[config.mk]
export PLATFORM = sky130hd
export DESIGN_NAME = deque_with_search
export DESIGN_NICKNAME = d
export VERILOG_FILES = /design/src/dws_pkg.sv /design/src/dws_ram.sv /design/src/dws_datapath.sv /design/src/dws_ctrl.sv /design/src/deque_with_search.sv
export SDC_FILE = /design/constraint.sdc
export NUM_CORES = 1
export LEC_CHECK = 0
export BUFFER_PORTS_ARGS = -buffer_cell sky130_fd_sc_hd__buf_2
export CORE_MARGIN = 4
export CORE_UTILIZATION = 55
export CTS_CLUSTER_SIZE = 10
export DETAILED_ROUTE_END_ITERATION = 12
export PLACE_DENSITY = 0.72
export REMOVE_ABC_BUFFERS = 1
export SYNTH_ARGS = -nofsm -noshare
export SYNTH_HDL_FRONTEND = slang
export SYNTH_SLANG_ARGS = --single-unit
[constraint.sdc]
create_clock -name clk -period 5.2 [get_ports clk]
set_input_delay 1.04 -clock clk [delete_from_list [all_inputs] [get_ports clk]]
set_output_delay 1.04 -clock clk [all_outputs]
set_load 0.05 [all_outputs]
[src/dws_pkg.sv]
package dws_pkg;

  localparam int DEPTH = 16;
  localparam int IDX_W = $clog2(DEPTH);
  localparam int CNT_W = $clog2(DEPTH + 1);
  localparam int VAL_W = 32;
  localparam int POS_W = 5;
  localparam int OCC_W = 5;

  localparam logic [2:0] REQ_PUSH_FRONT = 3'd0;
  localparam logic [2:0] REQ_PUSH_BACK  = 3'd1;
  localparam logic [2:0] REQ_POP_FRONT  = 3'd2;
  localparam logic [2:0] REQ_POP_BACK   = 3'd3;
  localparam logic [2:0] REQ_SEARCH     = 3'd4;
  localparam logic [2:0] REQ_COUNT      = 3'd5;

  localparam logic [1:0] ST_OK      = 2'd0;
  localparam logic [1:0] ST_EMPTY   = 2'd1;
  localparam logic [1:0] ST_FULL    = 2'd2;
  localparam logic [1:0] ST_MISSING = 2'd3;

  typedef struct packed {
    logic       take;
    logic       push;
    logic       pop;
    logic       pop_cap;
    logic       scan_init;
    logic       scan_step;
    logic       st_load;
    logic [1:0] st_code;
    logic       pos_load;
    logic       out_load;
  } cmd_t;

  typedef struct packed {
    logic is_push;
    logic is_pop;
    logic is_search;
    logic full;
    logic empty;
    logic hit;
    logic last;
    logic out_free;
  } sts_t;

  // ring index a + b, both below DEPTH
  function automatic logic [IDX_W-1:0] ring_add(input logic [IDX_W-1:0] a,
                                                input logic [IDX_W-1:0] b);
    logic [IDX_W:0] s;
    s = {1'b0, a} + {1'b0, b};
    if (s >= (IDX_W+1)'(DEPTH)) s = s - (IDX_W+1)'(DEPTH);
    return s[IDX_W-1:0];
  endfunction

endpackage

[src/dws_ram.sv]
module dws_ram #(
  parameter int WIDTH = 32,
  parameter int DEPTH = 16
) (
  input  logic                     clk,
  input  logic                     wr_en,
  input  logic [$clog2(DEPTH)-1:0] wr_addr,
  input  logic [WIDTH-1:0]         wr_data,
  input  logic                     rd_en,
  input  logic [$clog2(DEPTH)-1:0] rd_addr,
  output logic [WIDTH-1:0]         rd_data
);

  logic [WIDTH-1:0] mem [DEPTH];

  always_ff @(posedge clk) begin
    if (wr_en) mem[wr_addr] <= wr_data;
    if (rd_en) rd_data <= mem[rd_addr];
  end

endmodule

[src/dws_datapath.sv]
module dws_datapath import dws_pkg::*; (
  input  logic                    clk,
  input  logic                    rst_n,
  input  cmd_t                    cmd,
  output sts_t                    sts,
  input  logic [2:0]              in_req_type,
  input  logic signed [VAL_W-1:0] in_item_value,
  output logic                    out_valid,
  input  logic                    out_stall,
  output logic [1:0]              out_status,
  output logic [POS_W-1:0]        out_found_position,
  output logic [OCC_W-1:0]        out_entry_count,
  output logic signed [VAL_W-1:0] out_removed_value
);

  logic [2:0]              req_r;
  logic signed [VAL_W-1:0] val_r;
  logic [IDX_W-1:0]        front_r, front_nxt;
  logic [CNT_W-1:0]        occ_r, occ_nxt;
  logic [CNT_W-1:0]        issue_r, issue_nxt;
  logic                    dvld_r, dvld_nxt;
  logic [IDX_W-1:0]        didx_r;
  logic [1:0]              st_r;
  logic [CNT_W-1:0]        pos_r;
  logic [VAL_W-1:0]        rem_r;
  logic                    out_valid_r, out_valid_nxt;
  logic [1:0]              out_status_r;
  logic [POS_W-1:0]        out_pos_r;
  logic [OCC_W-1:0]        out_cnt_r;
  logic [VAL_W-1:0]        out_rem_r;

  logic                    wr_en, rd_en;
  logic [IDX_W-1:0]        wr_addr, rd_addr;
  logic [VAL_W-1:0]        rd_data;
  logic [IDX_W-1:0]        occ_m1, front_dec, front_inc;
  logic                    is_front;
  logic                    issuing;

  assign occ_m1    = IDX_W'(occ_r - CNT_W'(1));
  assign front_dec = (front_r == '0) ? IDX_W'(DEPTH - 1) : front_r - IDX_W'(1);
  assign front_inc = (front_r == IDX_W'(DEPTH - 1)) ? '0 : front_r + IDX_W'(1);
  assign is_front  = (req_r == REQ_PUSH_FRONT) || (req_r == REQ_POP_FRONT);
  assign issuing   = cmd.scan_step && (issue_r < occ_r);

  always_comb begin
    wr_en   = cmd.push;
    wr_addr = is_front ? front_dec : ring_add(front_r, occ_r[IDX_W-1:0]);
    rd_en   = cmd.pop || issuing;
    if (cmd.pop) begin
      rd_addr = is_front ? front_r : ring_add(front_r, occ_m1);
    end else begin
      rd_addr = ring_add(front_r, issue_r[IDX_W-1:0]);
    end
  end

  dws_ram #(.WIDTH(VAL_W), .DEPTH(DEPTH)) u_ram (
    .clk     (clk),
    .wr_en   (wr_en),
    .wr_addr (wr_addr),
    .wr_data (val_r),
    .rd_en   (rd_en),
    .rd_addr (rd_addr),
    .rd_data (rd_data)
  );

  always_comb begin
    front_nxt = front_r;
    occ_nxt   = occ_r;
    if (cmd.push) begin
      occ_nxt = occ_r + CNT_W'(1);
      if (is_front) front_nxt = front_dec;
    end else if (cmd.pop) begin
      occ_nxt = occ_r - CNT_W'(1);
      if (is_front) front_nxt = front_inc;
    end
  end

  // read issue runs ahead of the compare by the registered RAM read
  always_comb begin
    issue_nxt = issue_r;
    dvld_nxt  = dvld_r;
    if (cmd.scan_init) begin
      issue_nxt = '0;
      dvld_nxt  = 1'b0;
    end else if (cmd.scan_step) begin
      dvld_nxt = issuing;
      if (issuing) issue_nxt = issue_r + CNT_W'(1);
    end
  end

  always_comb begin
    out_valid_nxt = out_valid_r;
    if (cmd.out_load) out_valid_nxt = 1'b1;
    else if (!out_stall) out_valid_nxt = 1'b0;
  end

  always_ff @(posedge clk) begin
    if (!rst_n) begin
      front_r     <= '0;
      occ_r       <= '0;
      issue_r     <= '0;
      dvld_r      <= 1'b0;
      out_valid_r <= 1'b0;
    end else begin
      front_r     <= front_nxt;
      occ_r       <= occ_nxt;
      issue_r     <= issue_nxt;
      dvld_r      <= dvld_nxt;
      out_valid_r <= out_valid_nxt;
    end
  end

  always_ff @(posedge clk) begin
    if (cmd.take) begin
      req_r <= in_req_type;
      val_r <= in_item_value;
      pos_r <= '0;
      rem_r <= '0;
    end
    if (issuing) didx_r <= issue_r[IDX_W-1:0];
    if (cmd.st_load) st_r <= cmd.st_code;
    if (cmd.pos_load) pos_r <= CNT_W'(didx_r) + CNT_W'(1);
    if (cmd.pop_cap) rem_r <= rd_data;
    if (cmd.out_load) begin
      out_status_r <= st_r;
      out_pos_r    <= POS_W'(pos_r);
      out_cnt_r    <= OCC_W'(occ_r);
      out_rem_r    <= rem_r;
    end
  end

  always_comb begin
    sts.is_push   = (req_r == REQ_PUSH_FRONT) || (req_r == REQ_PUSH_BACK);
    sts.is_pop    = (req_r == REQ_POP_FRONT) || (req_r == REQ_POP_BACK);
    sts.is_search = (req_r == REQ_SEARCH);
    sts.full      = (occ_r == CNT_W'(DEPTH));
    sts.empty     = (occ_r == '0);
    sts.hit       = dvld_r && (rd_data == $unsigned(val_r));
    sts.last      = dvld_r && (didx_r == occ_m1);
    sts.out_free  = !out_valid_r || !out_stall;
  end

  assign out_valid          = out_valid_r;
  assign out_status         = out_status_r;
  assign out_found_position = out_pos_r;
  assign out_entry_count    = out_cnt_r;
  assign out_removed_value  = $signed(out_rem_r);

endmodule

[src/dws_ctrl.sv]
module dws_ctrl import dws_pkg::*; (
  input  logic clk,
  input  logic rst_n,
  input  logic in_valid,
  output logic in_stall,
  input  sts_t sts,
  output cmd_t cmd
);

  localparam logic [2:0] S_IDLE = 3'd0;
  localparam logic [2:0] S_EXEC = 3'd1;
  localparam logic [2:0] S_POPD = 3'd2;
  localparam logic [2:0] S_SCAN = 3'd3;
  localparam logic [2:0] S_FIN  = 3'd4;

  logic [2:0] state_r, state_nxt;

  always_comb begin
    cmd       = '0;
    state_nxt = state_r;
    case (state_r)
      S_IDLE: begin
        if (in_valid) begin
          cmd.take  = 1'b1;
          state_nxt = S_EXEC;
        end
      end
      S_EXEC: begin
        cmd.st_load = 1'b1;
        cmd.st_code = ST_OK;
        state_nxt   = S_FIN;
        if (sts.is_push) begin
          if (sts.full) cmd.st_code = ST_FULL;
          else cmd.push = 1'b1;
        end else if (sts.is_pop) begin
          if (sts.empty) begin
            cmd.st_code = ST_EMPTY;
          end else begin
            cmd.pop   = 1'b1;
            state_nxt = S_POPD;
          end
        end else if (sts.is_search) begin
          if (sts.empty) begin
            cmd.st_code = ST_EMPTY;
          end else begin
            cmd.scan_init = 1'b1;
            state_nxt     = S_SCAN;
          end
        end
      end
      S_POPD: begin
        cmd.pop_cap = 1'b1;
        state_nxt   = S_FIN;
      end
      S_SCAN: begin
        cmd.scan_step = 1'b1;
        if (sts.hit) begin
          cmd.st_load  = 1'b1;
          cmd.st_code  = ST_OK;
          cmd.pos_load = 1'b1;
          state_nxt    = S_FIN;
        end else if (sts.last) begin
          cmd.st_load = 1'b1;
          cmd.st_code = ST_MISSING;
          state_nxt   = S_FIN;
        end
      end
      S_FIN: begin
        if (sts.out_free) begin
          cmd.out_load = 1'b1;
          state_nxt    = S_IDLE;
        end
      end
      default: state_nxt = S_IDLE;
    endcase
  end

  always_ff @(posedge clk) begin
    if (!rst_n) state_r <= S_IDLE;
    else state_r <= state_nxt;
  end

  assign in_stall = (state_r != S_IDLE);

endmodule

[src/deque_with_search.sv]
// Bounded double-ended queue of signed 32-bit values in a ring buffer of DEPTH
// entries, with push/pop at either end, a search for a value and a count
// request; every request beat gives exactly one result beat. One request is
// worked on at a time: push, count and rejected requests pass through the
// execute and finish states, a pop adds a capture state, and a search a scan
// state that compares held entries from the front, since the single read
// port of the entry store delivers one entry per cycle to the comparator. A
// finished result sits in the output register while the next request is taken.
module deque_with_search import dws_pkg::*; (
  input  logic                    clk,
  input  logic                    rst_n,
  input  logic                    in_valid,
  output logic                    in_stall,
  input  logic [2:0]              in_req_type,
  input  logic signed [VAL_W-1:0] in_item_value,
  output logic                    out_valid,
  input  logic                    out_stall,
  output logic [1:0]              out_status,
  output logic [POS_W-1:0]        out_found_position,
  output logic [OCC_W-1:0]        out_entry_count,
  output logic signed [VAL_W-1:0] out_removed_value
);

  cmd_t cmd;
  sts_t sts;

  dws_ctrl u_ctrl (
    .clk      (clk),
    .rst_n    (rst_n),
    .in_valid (in_valid),
    .in_stall (in_stall),
    .sts      (sts),
    .cmd      (cmd)
  );

  dws_datapath u_dp (
    .clk                (clk),
    .rst_n              (rst_n),
    .cmd                (cmd),
    .sts                (sts),
    .in_req_type        (in_req_type),
    .in_item_value      (in_item_value),
    .out_valid          (out_valid),
    .out_stall          (out_stall),
    .out_status         (out_status),
    .out_found_position (out_found_position),
    .out_entry_count    (out_entry_count),
    .out_removed_value  (out_removed_value)
  );

endmodule

==> results of run 1 <==
==> kinds of logic after synthesis <==
logic type / synth area share [%]
AO/OA/AOI/OAI: 9.029
XOR/XNOR: 1.674
buffers and inverters: 2.123
multiplexers: 9.269
flip-flops: 72.34
AND/OR/NAND/NOR: 4.419
adder cells (fa/ha/maj): 1.146
==> final cells by class <==
| class | instances | area share [%] |
|---|---|---|
| Sequential cell | 685 | 64.39 |
| Multi-Input combinational cell | 920 | 23.44 |
| Clock buffer | 89 | 6.432 |
| Timing Repair Buffer | 129 | 2.672 |
| Tap cell | 672 | 2.656 |
| Inverter | 22 | 0.2609 |
| Clock inverter | 3 | 0.1542 |
==> metrics by stage <==
step                      setup WS (ps)  util [%]  std cells  cell area [sq um]  hold slack, ps
final                              1175     62.83       2520              31650           400.4
after global routing              984.3     62.83       2520              31650           412.5
after CTS                          1217     62.83       2520              31650           398.8
after detailed placement           1214     58.69       2428              29570           404.5
after global placement             1321     58.69       2428              29570           402.9
after floorplan                   -7122         -       1627              27660           400.3
==> power breakdown <==
part           internal [W]  leakage, nW  switching (W)
registers           0.00621         6.21       0.000131
clock network       0.00273         1.02        0.00196
logic              0.000184         3.77       0.000383
==> state kept, by name, summed over array words and instances (netlist names), 4 cells and up <==
| register | count |
|---|---|
| u_dp.u_ram.rd_data | 32 |
| u_dp.out_entry_count | 5 |
| u_dp.issue_r | 5 |
| u_dp.didx_r | 4 |
| u_dp.out_removed_value | 32 |
| u_dp.u_ram.mem | 512 |
| u_dp.val_r | 32 |
| u_dp.rem_r | 32 |
| u_dp.front_r | 4 |
| u_dp.pos_r | 5 |
| u_dp.out_found_position | 5 |
| u_dp.occ_r | 5 |
==> Yosys cell counts, types with 25 or more instances <==
library cell	instances
edfxtp_1	666
buf_2	28
a221oi_2	25
a22oi_1	33
mux2i_1	256
clkbuf_1	46
o21ai_0	54
nor2_1	101
xor2_1	38
o22ai_1	31
nand2_1	30
a221oi_1	41
and2_1	39
o221ai_1	62
nand3_1	44
==> final timing paths <==
path,startpoint,to,slack [ps],cells past startpoint
setup / recovery,u_dp.occ_r[0],u_dp.u_ram.rd_data[11],1180,10
setup reg to reg,u_dp.occ_r[0],u_dp.u_ram.rd_data[11],1180,10
hold reg to reg,u_dp.rem_r[29],u_dp.out_removed_value[29],400,0
hold / removal,u_dp.rem_r[29],u_dp.out_removed_value[29],400,0
==> worst reg2reg max path, cell delays in order, from the launching register on <==
cell      delay, ps
dfxtp_1         510
inv_1           180
ha_1            410
fa_1            400
xor2_1          180
mux2i_1         280
mux2_4          910
buf_4           400
o221ai_1        150
o22ai_1         200
o21ai_0         100
==> routing by layer <==
layer	track usage, %	up-vias	share of wire (%)
met3	4.604	148	7.3
met4	7.623	0	2.8
met2	38.87	689	48
met1	33.77	8111	42
li1	-	7077	-
met5	0	-	0
==> run metrics, run 1 <==
initial antenna violation count 0; WP data arrival ~4300 ps; FP Rows 82; Register Area 20380 sq um; share of synthesized registers carrying an async set or reset 0%; final period utilization ~77%; Fin. Hold Viols 0; post-synth top area cell edfxtp_1; warnings from Yosys 0; die boundary width between 200 and 250 um; cell count after synthesis roughly 1700; final setup violation count 0; first-pass GRT wire length between 90000 and 100000 um; Worst Path Required 5510 ps; wire per inst approximately 26 um; Congestion Overflow GR 0; ranking of synthesized cells by area edfxtp_1, mux2i_1, o221ai_1, dfxtp_1, nor2_1; Avg Inst Size Synth ~16 sq um; #FFs+latches synth 685; crit start category flip-flop; DRT iter0 DRCs about 1700; Max transition margin 15.22%; critical path's slowest cell mux2_4; worst slew pin tran between 1000 and 1500 ps; worst path cell trace inv_1, ha_1, fa_1, xor2_1, mux2i_1, mux2_4, buf_4, o221ai_1, o22ai_1, o21ai_0; Post-DRT Antenna Nets 0; Root Buffer clkbuf_16; Setup TNS Final 0 ps; vias in the first global route roughly 16000; critical path's top delay family multiplexers; core area 50380 sq um; Worst path max stage delay around 910 ps; Main synth FF type edfxtp_1; drt via density about 6.4; critical path class reg -> reg; Synth-to-Final Area Change 12.35%; Post-CTS Hold Buffers 0; Clock Latency Late Sink about 600 ps; total iterations of the first detailed-routing run 5; Tmin final ~4000 ps; RSZ-0062 raised after global routing no; DR vias around 16000; final WL around 66000 um; global-route usage over all layers ~24%; Leak roughly 11 nW; Sink Count around 700; multi-input logic area about 7400 sq um; commonest non-fill, non-tap cell in the layout edfxtp_1; Yosys top cell area share a little under three quarters; status finished, final reports clean; CTS Buf Count 78; crit path buf inv count 2; MaxCap Viol Count 0; height of the chip about 230 um; antenna diode count 0; Reg clk slew, reported paths roughly 50 ps; most frequent cells in the layout edfxtp_1, mux2i_1, nor2_1; I/O pins between 80 and 90; Starting Density between 50% and 60%; number of synthesized flops with an enable pin 666; clk buf depth 3; element type at the critical path end flip-flop; routability cong. a little over 0.8; nets approximately 1900; Peak VDD IR 0.2907 mV; Slew Viols, Final 0; register area share after synthesis 72.34%; pin count of the biggest net entering global routing 94; Post-CTS Setup Inserts 0; number of fill cells in the layout around 3600; mapped cell area between 20000 and 30000 sq um; Port Buffers 84; FMAX roughly 0.25 GHz; DPL Wire Length between 30000 and 40000 um; htree depth 3; Total Power 0.01160 W; Post-route DRC 0; share of post-route cells with drive strength above 1 15.31%; post_cts resized 0; pwr/cell area approximately 370 nW/um^2; HP Class reg -> reg; Final Skew ~19 ps; Netlist cell types 68; CTS tree done; worst-path maximum fanout between 50 and 60; DIE AREA 54910 sq um
Power figures use the tool's default switching activity.
==> run 2, diff against run 1 <==
Settings changed: PLACE_DENSITY 0.72 to 0.75.
Clock period 5.2 ns to 3.6 ns, I/O delays scaled along.
==> run 2 against run 1 <==
Net effect: clock skew rose by 3.8 ps; clock power rose by 47%; cell count rose by 1.7%; power rose by 46%; die area did not move; global-route usage rose by 0.52 points; combinational power rose by 64%; core utilization rose by 1.5 points; final area rose by 2.3%; clock-buffer cell count rose by 3.
==> run metrics, run 2 (synthesis results as in run 1) <==
status finished, final reports clean; PnR worst setup slack approximately 200 ps; Starting Density 55.92%; Max transition margin between 40% and 50%; Critical Path Stages 9; Worst path max stage delay ~610 ps; pin count of the biggest net entering global routing about 50; initial antenna violation count 0; Congestion Overflow GR 0; metal3 WL between 5000 and 6000 um; Sequential Power Share 53.8%; Tmin final about 3400 ps; Critical R2R Launch u_ctrl.state_r[0]; MaxCap Viol Count 0; FP Rows 82; share of post-route cells with drive strength above 1 ~17%; crit path buf inv count 2; worst reg-to-reg setup slack a little over 200 ps; Final Skew between 20 and 25 ps; Post-route DRC 0; final core utilization ~64%; Post-CTS Setup Inserts 0; Port Buffers 84; drt via density 6.367; critical path class reg -> reg; FF-to-FF End u_dp.u_ram.rd_data[14]; total iterations of the first detailed-routing run 7; die boundary width ~230 um; commonest non-fill, non-tap cell in the layout edfxtp_1; critical path's slowest cell or3b_1; crit start category flip-flop; Top reg by flops u_dp.u_ram.mem; critical path's top delay family simple AND/OR/NAND/NOR gates; vias in the first global route about 17000; antenna diode count 0; Post-CTS Hold Buffers 0; htree depth 3; global-route usage over all layers 24.65%; RSZ-0062 raised after global routing no; Clock Power Share 40.7%; cell area after placement between 30000 and 40000 sq um; height of the chip around 230 um; switch share about a fifth; DR vias between 15000 and 20000; WL met1 26340 um; I/O pins between 80 and 90; CTS tree done; nets just under 2000; worst path cell trace or3b_1, nor3_4, mux2i_4, buf_12, buf_12, mux2i_1, nor2_1, o22ai_1, o21ai_0; final WL 67620 um; Post-DRT Antenna Nets 0; first-pass GRT wire length between 100000 and 150000 um; CP Launch Point u_ctrl.state_r[0]; Peak VDD IR roughly 0.36 mV; wire per inst about 26 um; Cell Int Power approximately 0.013 W; DIE AREA roughly 55000 sq um; Final Cell Area 32380 sq um; Net Sw Power around 0.0036 W; CTS Buf Count 79; final period utilization a little over nine tenths; Slew Viols, Final 0; Setup crit end u_dp.u_ram.rd_data[14]; Clock Latency Late Sink ~600 ps; Worst Path Required between 3000 and 4000 ps; pwr/cell area around 520 nW/um^2; Sink Count 685; Place WS roughly 170 ps; HP Class in -> reg; CP most frequent cell buf_12; element type at the critical path end flip-flop; max FFs per register slightly above 500; WP data arrival about 3700 ps; core area approximately 50000 sq um; Reg2Reg Depth 9; Reg clk slew, reported paths around 50 ps; worst-path maximum fanout 23; most frequent cells in the layout edfxtp_1, mux2i_1, nor2_1; Fin. Hold Viols 0; DRT iter0 DRCs approximately 1600; top routing layer in use met4; Logic pwr share under 10%; clk buf depth 3; routability cong. 0.8197; metal2 WL about 33000 um; Synth-to-Final Area Change 14.95%; FMAX around 0.3 GHz; Setup TNS Final 0 ps; Hold Slack 290.1 ps; final setup violation count 0; Leak ~11 nW; number of fill cells in the layout roughly 3400; worst slew pin tran 890.4 ps; Root Buffer clkbuf_16; DPL Wire Length 36880 um
## run 2: final cells by class
class	instances	area (sq um)	area share, %
Clock buffer	92	2100	6.483
Clock inverter	5	46.29	0.1430
Inverter	22	82.58	0.2550
Multi-Input combinational cell	920	7425	22.93
Sequential cell	685	20380	62.93
Tap cell	672	840.8	2.596
Timing Repair Buffer	166	1511	4.667
## run 2: how the worst min path moves through the flow
stage	end	start	depth (start not counted)
5_1_grt	u_dp.val_r[20]	in_item_value[20]	1
3_5_place_dp	u_dp.out_removed_value[9]	u_dp.rem_r[9]	0
4_1_cts	u_dp.val_r[18]	in_item_value[18]	1
3_3_place_gp	u_dp.out_removed_value[29]	u_dp.rem_r[29]	0
2_1_floorplan	u_dp.out_found_position[0]	u_dp.pos_r[0]	0
6_report	u_dp.val_r[20]	in_item_value[20]	1
## run 2: metal layers
| metal | up-vias | track usage, % |
|---|---|---|
| li1 | 7136 | - |
| met2 | 805 | 41.48 |
| met4 | 0 | 8.398 |
| met3 | 150 | 5.309 |
| met1 | 8220 | 32.17 |
| met5 | - | 0 |
## run 2: metrics by stage
step | cells | total power (W)
after floorplan | 1627 | 0.009844
after global placement | 2465 | 0.01016
after detailed placement | 2465 | 0.01019
after CTS | 2562 | 0.01703
after global routing | 2562 | 0.01746
final | 2562 | 0.01695
## run 2: power groups by stage
| stage | Sequential (W) | Clock [W] | Combinational [W] |
|---|---|---|---|
| 2_1_floorplan | 0.00933 | 0 | 0.000513 |
| 3_3_place_gp | 0.00926 | 0 | 0.000899 |
| 4_1_cts | 0.00911 | 0.00699 | 0.000928 |
| 3_5_place_dp | 0.00927 | 0 | 0.000923 |
| 5_1_grt | 0.00913 | 0.00735 | 0.000991 |
| 6_report | 0.00911 | 0.00690 | 0.000931 |
## run 2: timing repair
action / in CTS / in global routing
hold endpoints to repair: 0 / 0
setup endpoints to repair: 0 / 3
resized for setup: 0 / 2
==> run 3, diff against run 2 <==
Settings changed: ABC_AREA set to 1, CORE_MARGIN 4 to 2, PLACE_DENSITY 0.75 to 0.72.
Clock period 3.6 ns to 3.46 ns, I/O delays scaled along.
==> run 3 against run 2 <==
Net effect: core utilization fell by 1.4 points; clock skew shrank 2.2 ps; synthesized area increased by 6.0%; first-iteration DRC count increased by 52%; largest cell class unchanged; setup slack better by 7.6 ps; critical path type unchanged.
==> run metrics, run 3 <==
Logic pwr share under 10%; Avg Inst Size Synth approximately 11 sq um; height of the chip 237.0 um; DIE AREA 56150 sq um; Final Cell Area between 30000 and 40000 sq um; Cell Int Power between 0.01 and 0.015 W; switch share 24.17%; ranking of synthesized cells by area edfxtp_1, nand2_1, nand3_1, inv_1, nor2_1; Worst path max stage delay a little over 500 ps; share of synthesized registers carrying an async set or reset 0%; FP Rows between 80 and 90; max FFs per register between 500 and 600; post-synth top area cell edfxtp_1; DR vias 20030; CTS tree done; die boundary width 237.0 um; WP data arrival 3500 ps; Clock Power Share roughly two fifths; htree depth 3; nets just over 3000; Peak VDD IR about 0.47 mV; Register Area between 20000 and 25000 sq um; crit path buf inv count 3; cell area after placement approximately 32000 sq um; Post-route DRC 0; top-count cell post-synth nand2_1; DPL Wire Length 44020 um; Max transition margin 28.18%; Yosys top cell area share between 60 and 70%; Clock Latency Late Sink 630 ps; drt via density 5.415; multi-input logic area ~6700 sq um; antenna diode count 0; worst path cell trace buf_4, ha_1, fa_1, inv_1, o21ai_0, nand3_1, nor2_4, buf_4; worst slew pin tran around 1100 ps; cell count after synthesis approximately 2800; vias in the first global route 19770; Worst Path Required roughly 3700 ps; commonest non-fill, non-tap cell in the layout nand2_1; number of synthesized flops with an enable pin between 600 and 700; Congestion Overflow GR 0; MaxCap Viol Count 0; wire per inst 19.85 um; final WL 73400 um; Leak roughly 14 nW; element type at the critical path end flip-flop; Netlist cell types 38; core area 53710 sq um; Starting Density 55.58%; DRT iter0 DRCs 2419; PnR worst setup slack around 210 ps; Sink Count 685; Top reg by flops u_dp.u_ram.mem; most frequent cells in the layout nand2_1, edfxtp_1, inv_1; critical path's slowest cell fa_1; total iterations of the first detailed-routing run 6; final setup violation count 0; Post-CTS Hold Buffers 0; I/O pins 85; Hold Slack about 240 ps; warnings from Yosys 0; worst-path maximum fanout 20; number of fill cells in the layout a little over 4000; initial antenna violation count 0; RSZ-0062 raised after global routing no; Place WS between 200 and 300 ps; Sequential Power Share 51.8%; clk buf depth 3; crit start category flip-flop; register area share after synthesis between 60% and 70%; status finished, final reports clean; Reg clk slew, reported paths ~60 ps; CTS Buf Count ~80; pwr/cell area 551.1 nW/um^2; Total Power 0.01862 W; final core utilization a little over three fifths; Post-DRT Antenna Nets 0; Tmin final ~3300 ps; Slew Viols, Final 0; post_cts resized 0; HP Class in -> reg; top post-synthesis cells by count nand2_1, edfxtp_1, inv_1; first-pass GRT wire length 112900 um; FMAX ~0.3 GHz; Root Buffer clkbuf_16; #FFs+latches synth between 600 and 700; Final Skew ~21 ps; Post-CTS Setup Inserts 0; Port Buffers 84; global-route usage over all layers a little over a quarter; Main synth FF type edfxtp_1; critical path's top delay family adder cells; Fin. Hold Viols 0; critical path class reg -> reg; final period utilization between 90% and 100%; CP most frequent cell buf_4; routability cong. around 0.90; Synth-to-Final Area Change 13.20%; mapped cell area 29850 sq um; share of post-route cells with drive strength above 1 under 10%; Net Sw Power 0.004501 W; pin count of the biggest net entering global routing 86
run 3: changes by cell type in the layout (fill, tap and decap cells not counted), moves of 19 or more:
| cell | before | now |
|---|---|---|
| o22ai_1 | 31 | 2 |
| inv_1 | 21 | 614 |
| o221ai_1 | 62 | 0 |
| nand2_1 | 27 | 678 |
| and2_1 | 38 | 2 |
| o21ai_0 | 54 | 31 |
| nand3_1 | 44 | 474 |
| a22oi_1 | 33 | 0 |
| a221oi_2 | 25 | 0 |
| mux2i_1 | 254 | 0 |
| o21ai_1 | 20 | 1 |
| a221oi_1 | 41 | 0 |
| xor2_1 | 38 | 6 |
run 3: per-stage QoR:
| stage | std cells | setup TNS [ps] |
|---|---|---|
| 2_1_floorplan | 2727 | -222450 |
| 3_3_place_gp | 3593 | 0 |
| 3_5_place_dp | 3593 | 0 |
| 4_1_cts | 3698 | 0 |
| 5_1_grt | 3698 | 0 |
| 6_report | 3698 | 0 |
run 3: final cells by class:
type | instances | area share, %
Clock buffer | 95 | 6.117
Clock inverter | 10 | 0.3036
Inverter | 622 | 6.917
Multi-Input combinational cell | 1420 | 19.73
Sequential cell | 685 | 60.31
Tap cell | 696 | 2.577
Timing Repair Buffer | 170 | 4.043
run 3: worst paths after layout:
kind,from,end,slack [ps],cells past startpoint
setup reg to reg,u_dp.occ_r[0],u_dp.u_ram.mem[3][18],210,8
hold / removal,in_item_value[6],u_dp.val_r[6],240,1
setup / recovery,u_dp.occ_r[0],u_dp.u_ram.mem[3][18],210,8
hold reg to reg,u_dp.rem_r[9],u_dp.out_removed_value[9],410,0
run 3: kinds of logic after synthesis:
family                     after synthesis  synth area share (%)
and+or+nand+nor                       1302                 18.66
adders and majority gates               24                 1.081
buffers and inverters                  733                 9.959
xor gates and xnor gates                27                0.7922
DFF                                    685                 68.27
AOI/OAI and AO/OA                       67                 1.232
run 3: per-layer routing:
| layer | up-vias | GRT usage, % | part of all wire, % |
|---|---|---|---|
| met5 | - | 0 | 0 |
| met4 | 0 | 12.22 | 4.3 |
| met3 | 215 | 5.642 | 9.8 |
| met2 | 1013 | 42.50 | 46 |
| met1 | 9374 | 35.15 | 40 |
| li1 | 9424 | - | - |
run 3: power groups by stage:
stage	logic, W	clock network (W)	registers (W)
4_1_cts	0.00173	0.00736	0.00964
3_3_place_gp	0.00168	0	0.00979
5_1_grt	0.00189	0.00768	0.00966
2_1_floorplan	0.00100	0	0.00988
6_report	0.00174	0.00725	0.00964
3_5_place_dp	0.00172	0	0.00980
